**src/rtl/ttps_pkg.sv**
```systemverilog
// Shared types, codes and constants of the transposition table probe/store unit.
package ttps_pkg;

  // Table geometry default
  localparam int INDEX_BITS_DEF = 16;

  // Field widths
  localparam int KEY_W   = 64;
  localparam int DEPTH_W = 7;
  localparam int PLY_W   = 7;
  localparam int SCORE_W = 16;
  localparam int MOVE_W  = 16;

  // Mate scores lie above this magnitude
  localparam int MATE_BASE  = 30000;
  localparam int MATE_SPAN  = 256;
  localparam int MATE_LIMIT = MATE_BASE - MATE_SPAN;

  // Stream widths
  localparam int S_TDATA_W = 144;
  localparam int S_TUSER_W = 2;
  localparam int M_TDATA_W = 32;
  localparam int M_TUSER_W = 2;

  typedef enum logic [1:0] {
    OP_PROBE = 2'd0,
    OP_STORE = 2'd1,
    OP_CLEAR = 2'd2,
    OP_NOP   = 2'd3
  } op_e;

  typedef enum logic [1:0] {
    BND_EMPTY = 2'd0,
    BND_EXACT = 2'd1,
    BND_LOWER = 2'd2,
    BND_UPPER = 2'd3
  } bound_e;

  // One accepted request
  typedef struct packed {
    op_e                       op;
    logic [KEY_W-1:0]          key;
    logic [DEPTH_W-1:0]        depth;
    logic [PLY_W-1:0]          ply;
    logic signed [SCORE_W-1:0] alpha;
    logic signed [SCORE_W-1:0] beta;
    logic signed [SCORE_W-1:0] score;
    logic [MOVE_W-1:0]         move;
  } item_t;

  // One table entry as held in the memory
  typedef struct packed {
    logic [KEY_W-1:0]          key;
    logic [MOVE_W-1:0]         move;
    logic signed [SCORE_W-1:0] score;
    logic [DEPTH_W-1:0]        depth;
    bound_e                    bound;
  } entry_t;

  localparam int ENTRY_W = $bits(entry_t);

  // One response
  typedef struct packed {
    logic                      hit;
    logic                      cutoff;
    logic signed [SCORE_W-1:0] score;
    logic [MOVE_W-1:0]         move;
  } result_t;

endpackage

```
**src/rtl/ttps_eval.sv**
```systemverilog
// Probe evaluation and store entry formation for one request against one entry.
module ttps_eval (
  input  ttps_pkg::item_t   item_i,
  input  ttps_pkg::entry_t  rd_entry_i,
  output ttps_pkg::result_t result_o,
  output ttps_pkg::entry_t  wr_entry_o
);

  localparam logic signed [16:0] MATE_HI = 17'(ttps_pkg::MATE_LIMIT);
  localparam logic signed [16:0] MATE_LO = -MATE_HI;
  localparam logic signed [16:0] SAT_HI  = 17'sd32767;
  localparam logic signed [16:0] SAT_LO  = -17'sd32768;

  logic signed [16:0] ply_s, alpha_s, beta_s, in_score_s, ent_score_s;
  logic signed [16:0] pr_adj, st_adj;
  logic signed [15:0] st_sat;
  logic               pr_hit, pr_deep, pr_cut;
  ttps_pkg::bound_e   st_kind;

  // Widen operands to 17 bits so shifts and compares cannot wrap
  assign ply_s       = signed'({10'd0, item_i.ply});
  assign alpha_s     = signed'({item_i.alpha[15], item_i.alpha});
  assign beta_s      = signed'({item_i.beta[15], item_i.beta});
  assign in_score_s  = signed'({item_i.score[15], item_i.score});
  assign ent_score_s = signed'({rd_entry_i.score[15], rd_entry_i.score});

  // Probe: match, depth check, undo the mate shift, bound test
  always_comb begin
    pr_hit  = (item_i.ply != '0) && (rd_entry_i.key == item_i.key) &&
              (rd_entry_i.bound != ttps_pkg::BND_EMPTY);
    pr_deep = rd_entry_i.depth >= item_i.depth;
    if (ent_score_s > MATE_HI) begin
      pr_adj = ent_score_s - ply_s;
    end else if (ent_score_s < MATE_LO) begin
      pr_adj = ent_score_s + ply_s;
    end else begin
      pr_adj = ent_score_s;
    end
    pr_cut = pr_hit && pr_deep &&
             ((rd_entry_i.bound == ttps_pkg::BND_EXACT) ||
              ((rd_entry_i.bound == ttps_pkg::BND_LOWER) && (pr_adj >= beta_s)) ||
              ((rd_entry_i.bound == ttps_pkg::BND_UPPER) && (pr_adj <= alpha_s)));
  end

  // Store: bound kind from the original window, mate shift with saturation
  always_comb begin
    if (in_score_s <= alpha_s) begin
      st_kind = ttps_pkg::BND_UPPER;
    end else if (in_score_s >= beta_s) begin
      st_kind = ttps_pkg::BND_LOWER;
    end else begin
      st_kind = ttps_pkg::BND_EXACT;
    end
    if (in_score_s > MATE_HI) begin
      st_adj = in_score_s + ply_s;
    end else if (in_score_s < MATE_LO) begin
      st_adj = in_score_s - ply_s;
    end else begin
      st_adj = in_score_s;
    end
    if (st_adj > SAT_HI) begin
      st_sat = 16'sh7FFF;
    end else if (st_adj < SAT_LO) begin
      st_sat = 16'sh8000;
    end else begin
      st_sat = st_adj[15:0];
    end
  end

  // Only a probe gives a non-zero response
  always_comb begin
    result_o = '0;
    if (item_i.op == ttps_pkg::OP_PROBE) begin
      result_o.hit    = pr_hit;
      result_o.cutoff = pr_cut;
      result_o.score  = pr_cut ? pr_adj[15:0] : 16'sd0;
      result_o.move   = pr_hit ? rd_entry_i.move : '0;
    end
  end

  assign wr_entry_o.key   = item_i.key;
  assign wr_entry_o.move  = item_i.move;
  assign wr_entry_o.score = st_sat;
  assign wr_entry_o.depth = item_i.depth;
  assign wr_entry_o.bound = st_kind;

endmodule

```
**config.mk**
```make
export PLATFORM = sky130hd
export DESIGN_NAME = ttps_eval
export DESIGN_NICKNAME = d
export VERILOG_FILES = /design/src/rtl/ttps_pkg.sv /design/src/rtl/ttps_eval.sv
export SDC_FILE = /design/constraint.sdc
export NUM_CORES = 1
export LEC_CHECK = 0
export BUFFER_PORTS_ARGS = -buffer_cell sky130_fd_sc_hd__buf_2
export CAP_MARGIN = 30
export CELL_PAD_IN_SITES_DETAIL_PLACEMENT = 0
export CELL_PAD_IN_SITES_GLOBAL_PLACEMENT = 1
export CORE_AREA = 2 2 149 151
export DETAILED_ROUTE_END_ITERATION = 10
export DIE_AREA = 0 0 151 153
export PLACE_DENSITY = 0.84
export SLEW_MARGIN = 20
export SYNTH_ARGS = -nofsm -noshare
export SYNTH_HDL_FRONTEND = slang
export SYNTH_SLANG_ARGS = --single-unit
export TNS_END_PERCENT = 10
```
**constraint.sdc**
```tcl
create_clock -name vclk -period 5.9
set_input_delay 0.59 -clock vclk [all_inputs]
set_output_delay 0.59 -clock vclk [all_outputs]
set_load 0.02 [all_outputs]
```
# ---- After elaboration in Yosys (flattened, before gate mapping)
# Cells that the tools add are included.
dict set report word_totals {
  register_bits 0
  inputBits 249
  elab_cells 41
}
dict set report op_classes {
  addsub 4
  n_lt_le_gt_ge 11
  n_eq_ne 4
  muxes 11
  reduce_logical 11
}
# operator n
set op_table {}
lappend op_table {{2-to-1 mux 17 bit} 4}
lappend op_table {{equality test 64 bit} 1}
lappend op_table {{2-to-1 mux 16 bit} 4}
lappend op_table {{adder 16 x 8 -> 17 bit} 2}
lappend op_table {{2-to-1 mux 34 bit} 1}
lappend op_table {{subtractor 16 x 8 -> 17 bit} 2}
lappend op_table {{greater-than comparator 16 bit, second input constant} 2}
lappend op_table {{less-than comparator 16 bit, second input constant} 2}
lappend op_table {{greater-or-equal comparator 17 x 16 -> 1 bit} 1}
lappend op_table {{greater-than comparator 17 x 16 -> 1 bit, second input constant} 1}
lappend op_table {{<= comparator 17 x 16 -> 1 bit} 1}
lappend op_table {{less-than comparator 17 x 16 -> 1 bit, second input constant} 1}
lappend op_table {{greater-or-equal comparator 16 bit} 1}
lappend op_table {{<= comparator 16 bit} 1}
lappend op_table {{greater-or-equal comparator 7 bit} 1}
lappend op_table {{nonzero test 7 bit} 1}
lappend op_table {{logical AND 1 bit} 6}
lappend op_table {{equality test 2 bit, second input constant} 2}
lappend op_table {{2-to-1 mux 2 bit} 2}
lappend op_table {{equality test 2 x 1 -> 1 bit, second input constant} 1}
lappend op_table {{zero test 2 bit} 1}
lappend op_table {{logical OR 1 bit} 2}
lappend op_table {{nonzero test 2 bit} 1}

# ---- Depth between registers and ports, before layout
dict set report depth {
  word_depth 10
  ltp_mapped 18
}

# ---- Worst setup path before layout
# Ideal clock, no wire load.
dict set report synth_timing {
  path_kind {in2out}
  startpoint {in item_i[66] (netlist bit)}
  endpoint {out result_o[23] (netlist bit)}
  t_arrival_ns 4.136
  t_required_ns 5.310
  slack_ns 1.174
  cell_stages 16
  n_path_buf 1
  path_cell_list {inv_1 > ha_1 > a21oi_1 > nand2_1 > o311a_1 > a2111oi_1 > a22oi_1 > xnor2_1 > ha_1 > nand2_1 > or3_1 > o41ai_1 > a31oi_1 > nor4b_4 > buf_6 > and2_1}
}
# item line
set synth_lines {}
lappend synth_lines {{start, declared} ttps_eval.sv:3} ;# input ttps_pkg::item_t item_i,
lappend synth_lines {{end, declared} ttps_eval.sv:5} ;# output ttps_pkg::result_t result_o,

==> summary.md <==
| Metric | Value |
|---|---|
| Status | completed |
| Port Buffers | 356 |
| Num sequential | 0 |
| Delay of the slowest critical-path stage | 0.63 ns |
| Clock share of power | 0 |
| Dpl cells | 1269 |
| Post-DP HPWL | 23.3 mm |
| RSZ-0062 raised after global routing | false |
| Initial antenna violation count | 2 |
| Die area | 0.0231 mm^2 |
| P_sw | 318 uW |
| Leakage | 0.00361 uW |
| Leading cell type in the layout, fill and taps excluded | buf_2 |
| Endpoints failing hold | 0 |
| MaxCap Viol Count | 0 |
| Min Tclk post-route | 5.36 ns |
| CP max stage cell | nor4b_4 |
| Drt drc | 0 |
| Worst min-delay path category | in -> out |
| DR pass1 iterations | 7 |
| Synth top area cells | ha_1 (24%), buf_4 (12%), xnor2_1 (8.8%) |
| Final nets | 1345 |
| Combinational Power Share | 1.000 |
| Site row count | 54 |
| Sequential share of power | 0 |
| Post-synthesis area per instance | 7.22 um^2 |
| First-pass GRT wire length | 36.0 mm |
| Crit. End Element | primary output |
| Pin count of the biggest net entering global routing | 18 |
| Crit Path Category | in -> out |
| Drt initial violations | 246 |
| Yosys cell types | 69 |
| Syn nets | 1088 |
| Startpoint types | input pin |
| WP data required | 5.31 ns |
| Post-CTS Hold Buffers | 0 |
| P_int | 220 uW |
| Final GP Congestion | 0.929 |
| Commonest non-fill, non-tap cells in the layout | buf_2 (356), ha_1 (101), inv_1 (66) |
| Clkbuf count | 0 |
| Setup Buffers After CTS | 0 |
| Final ANT Viol Nets | 0 |
| Cells after Synth | 734 |
| Setup TNS | 0 ns |
| Total of warnings raised by yosys | 0 |
| Worst-path fanout max | 17 |
| Final max-slew violation count | 0 |
| I/O pins | 388 |
| Sequential area share after synthesis | 0 |
| PostCTS Resize Cnt | 0 |
| N_diodes | 0 |
| FF/Latch Area | 0 um^2 |
| Critical Path AT | 4.77 ns |
| DR vias/cell | 4.83 |
| Crit-path cells | buf_2 > ha_1 > fa_1 > nor2b_1 > o21a_1 > or2_2 > a31oi_1 > a221o_1 > a21oi_1 > ha_1 > a21oi_1 > nor2_1 > a211oi_1 > o31ai_1 > o31a_1 > nor4b_4 > and2_1 > buf_2 |
| Vias in the first global route | 5828 |
| Per-cell routed wire length | 19.9 um |
| WL final | 25.2 mm |
| Share of cells above drive strength 1 | 0.377 |
| GRT overflow | 0 |
| Overall routing resource usage | 0.207 |
| Syn-to-layout area delta | 27.0% |
| Via count | 6134 |
| Setup violators final | 0 |
| Die height | 153 um |
| DIE WIDTH | 151 um |
| Synth top area share | 0.239 |
| Sw frac | 0.591 |
| Maximum clock rate | 186 MHz |
| Post-route total power | 538 uW |
| Post-Syn Area | 0.00530 mm^2 |
| Finished Layout Cells | 1269 |
| Max_slew headroom | 0.385 |
| Pwr dens | 80.0 mW/mm^2 |
| Measured slew at the worst slew-check pin | 0.919 ns |
| Largest area contributor in the netlist | ha_1 |
| VDD IR max | 0.0000459 V |
| Core area | 0.0215 mm^2 |
| Fin crit share | 0.909 |
| Starting Density | 0.247 |
| # fillers | 2404 |
==> worst max-delay path: cells and delay by family <==
| family | cells | cell delay [ns] |
|---|---|---|
| AOI/OAI and AO/OA | 8 | 1.74 |
| and+or+nand+nor | 5 | 1.19 |
| adders and majority gates | 3 | 0.96 |
| buffers and inverters | 2 | 0.31 |
==> cell usage after synthesis (all sizes together), types with 3 or more instances <==
master  instances
fa              4
ha            101
a21o           15
nand4          21
clkbuf         15
o221ai          3
nand2          41
o31ai          12
nor2           41
o41ai           3
o21a            9
or2             5
xnor2          53
o211ai         12
a31oi           5
nand3          16
a211oi          5
nor3           11
o22ai           9
a21boi          3
nor4           11
and2           32
a221oi          6
or3             5
mux2i           3
inv            67
o21ai          24
buf            90
nor4b           3
nor2b           8
xor2           18
a21oi          44
nand2b          7
==> cells by family (layout without fill, tap and decap cells) <==
kind of cell | Yosys count | after routing | synth area share
muxes | 3 | 3 | 0.00567
buffers and inverters | 172 | 427 | 0.185
AOI/OAI and AO/OA | 173 | 173 | 0.222
adders and majority gates | 105 | 105 | 0.254
xor gates and xnor gates | 71 | 71 | 0.117
and+or+nand+nor | 210 | 210 | 0.216
==> routing by layer <==
layer | track usage | routed length (um) | vias up
met2 | 0.340 | 11400 | 277
met5 | 0 | 23 | -
li1 | - | - | 3042
met3 | 0.0552 | 2320 | 16
met1 | 0.283 | 11300 | 2795
met4 | 0.0125 | 177 | 4
==> power groups by stage <==
stage / Combinational, uW / Sequential (uW) / Clock [uW]
2_1_floorplan: 351 / 0 / 0
3_3_place_gp: 535 / 0 / 0
3_5_place_dp: 538 / 0 / 0
4_1_cts: 541 / 0 / 0
5_1_grt: 596 / 0 / 0
6_report: 538 / 0 / 0
==> metrics by stage <==
step	setup WS, ns	instance area, um^2	util	hold WS (ns)
2_1_floorplan	1.17	5300	-	1.29
3_5_place_dp	0.591	6730	0.313	1.18
4_1_cts	0.570	6730	0.313	1.18
3_3_place_gp	0.662	6730	0.313	1.18
5_1_grt	0.191	6730	0.313	1.18
6_report	0.535	6730	0.313	1.18
==> layout make-up <==
type | count | area, um^2 | share of cell area
inverters | 67 | 251 | 0.0374
multi-input cells | 562 | 4310 | 0.641
well taps | 280 | 350 | 0.0521
repair buffers | 360 | 1810 | 0.269
==> worst paths after layout <==
| path | start | endpoint | slack [ns] | cells after the start |
|---|---|---|---|---|
| min | item_i[9] | wr_entry_o[34] | 1.18 | 0 |
| max | item_i[64] | result_o[21] | 0.54 | 18 |
No activity file was read; power rests on OpenSTA's default activity.
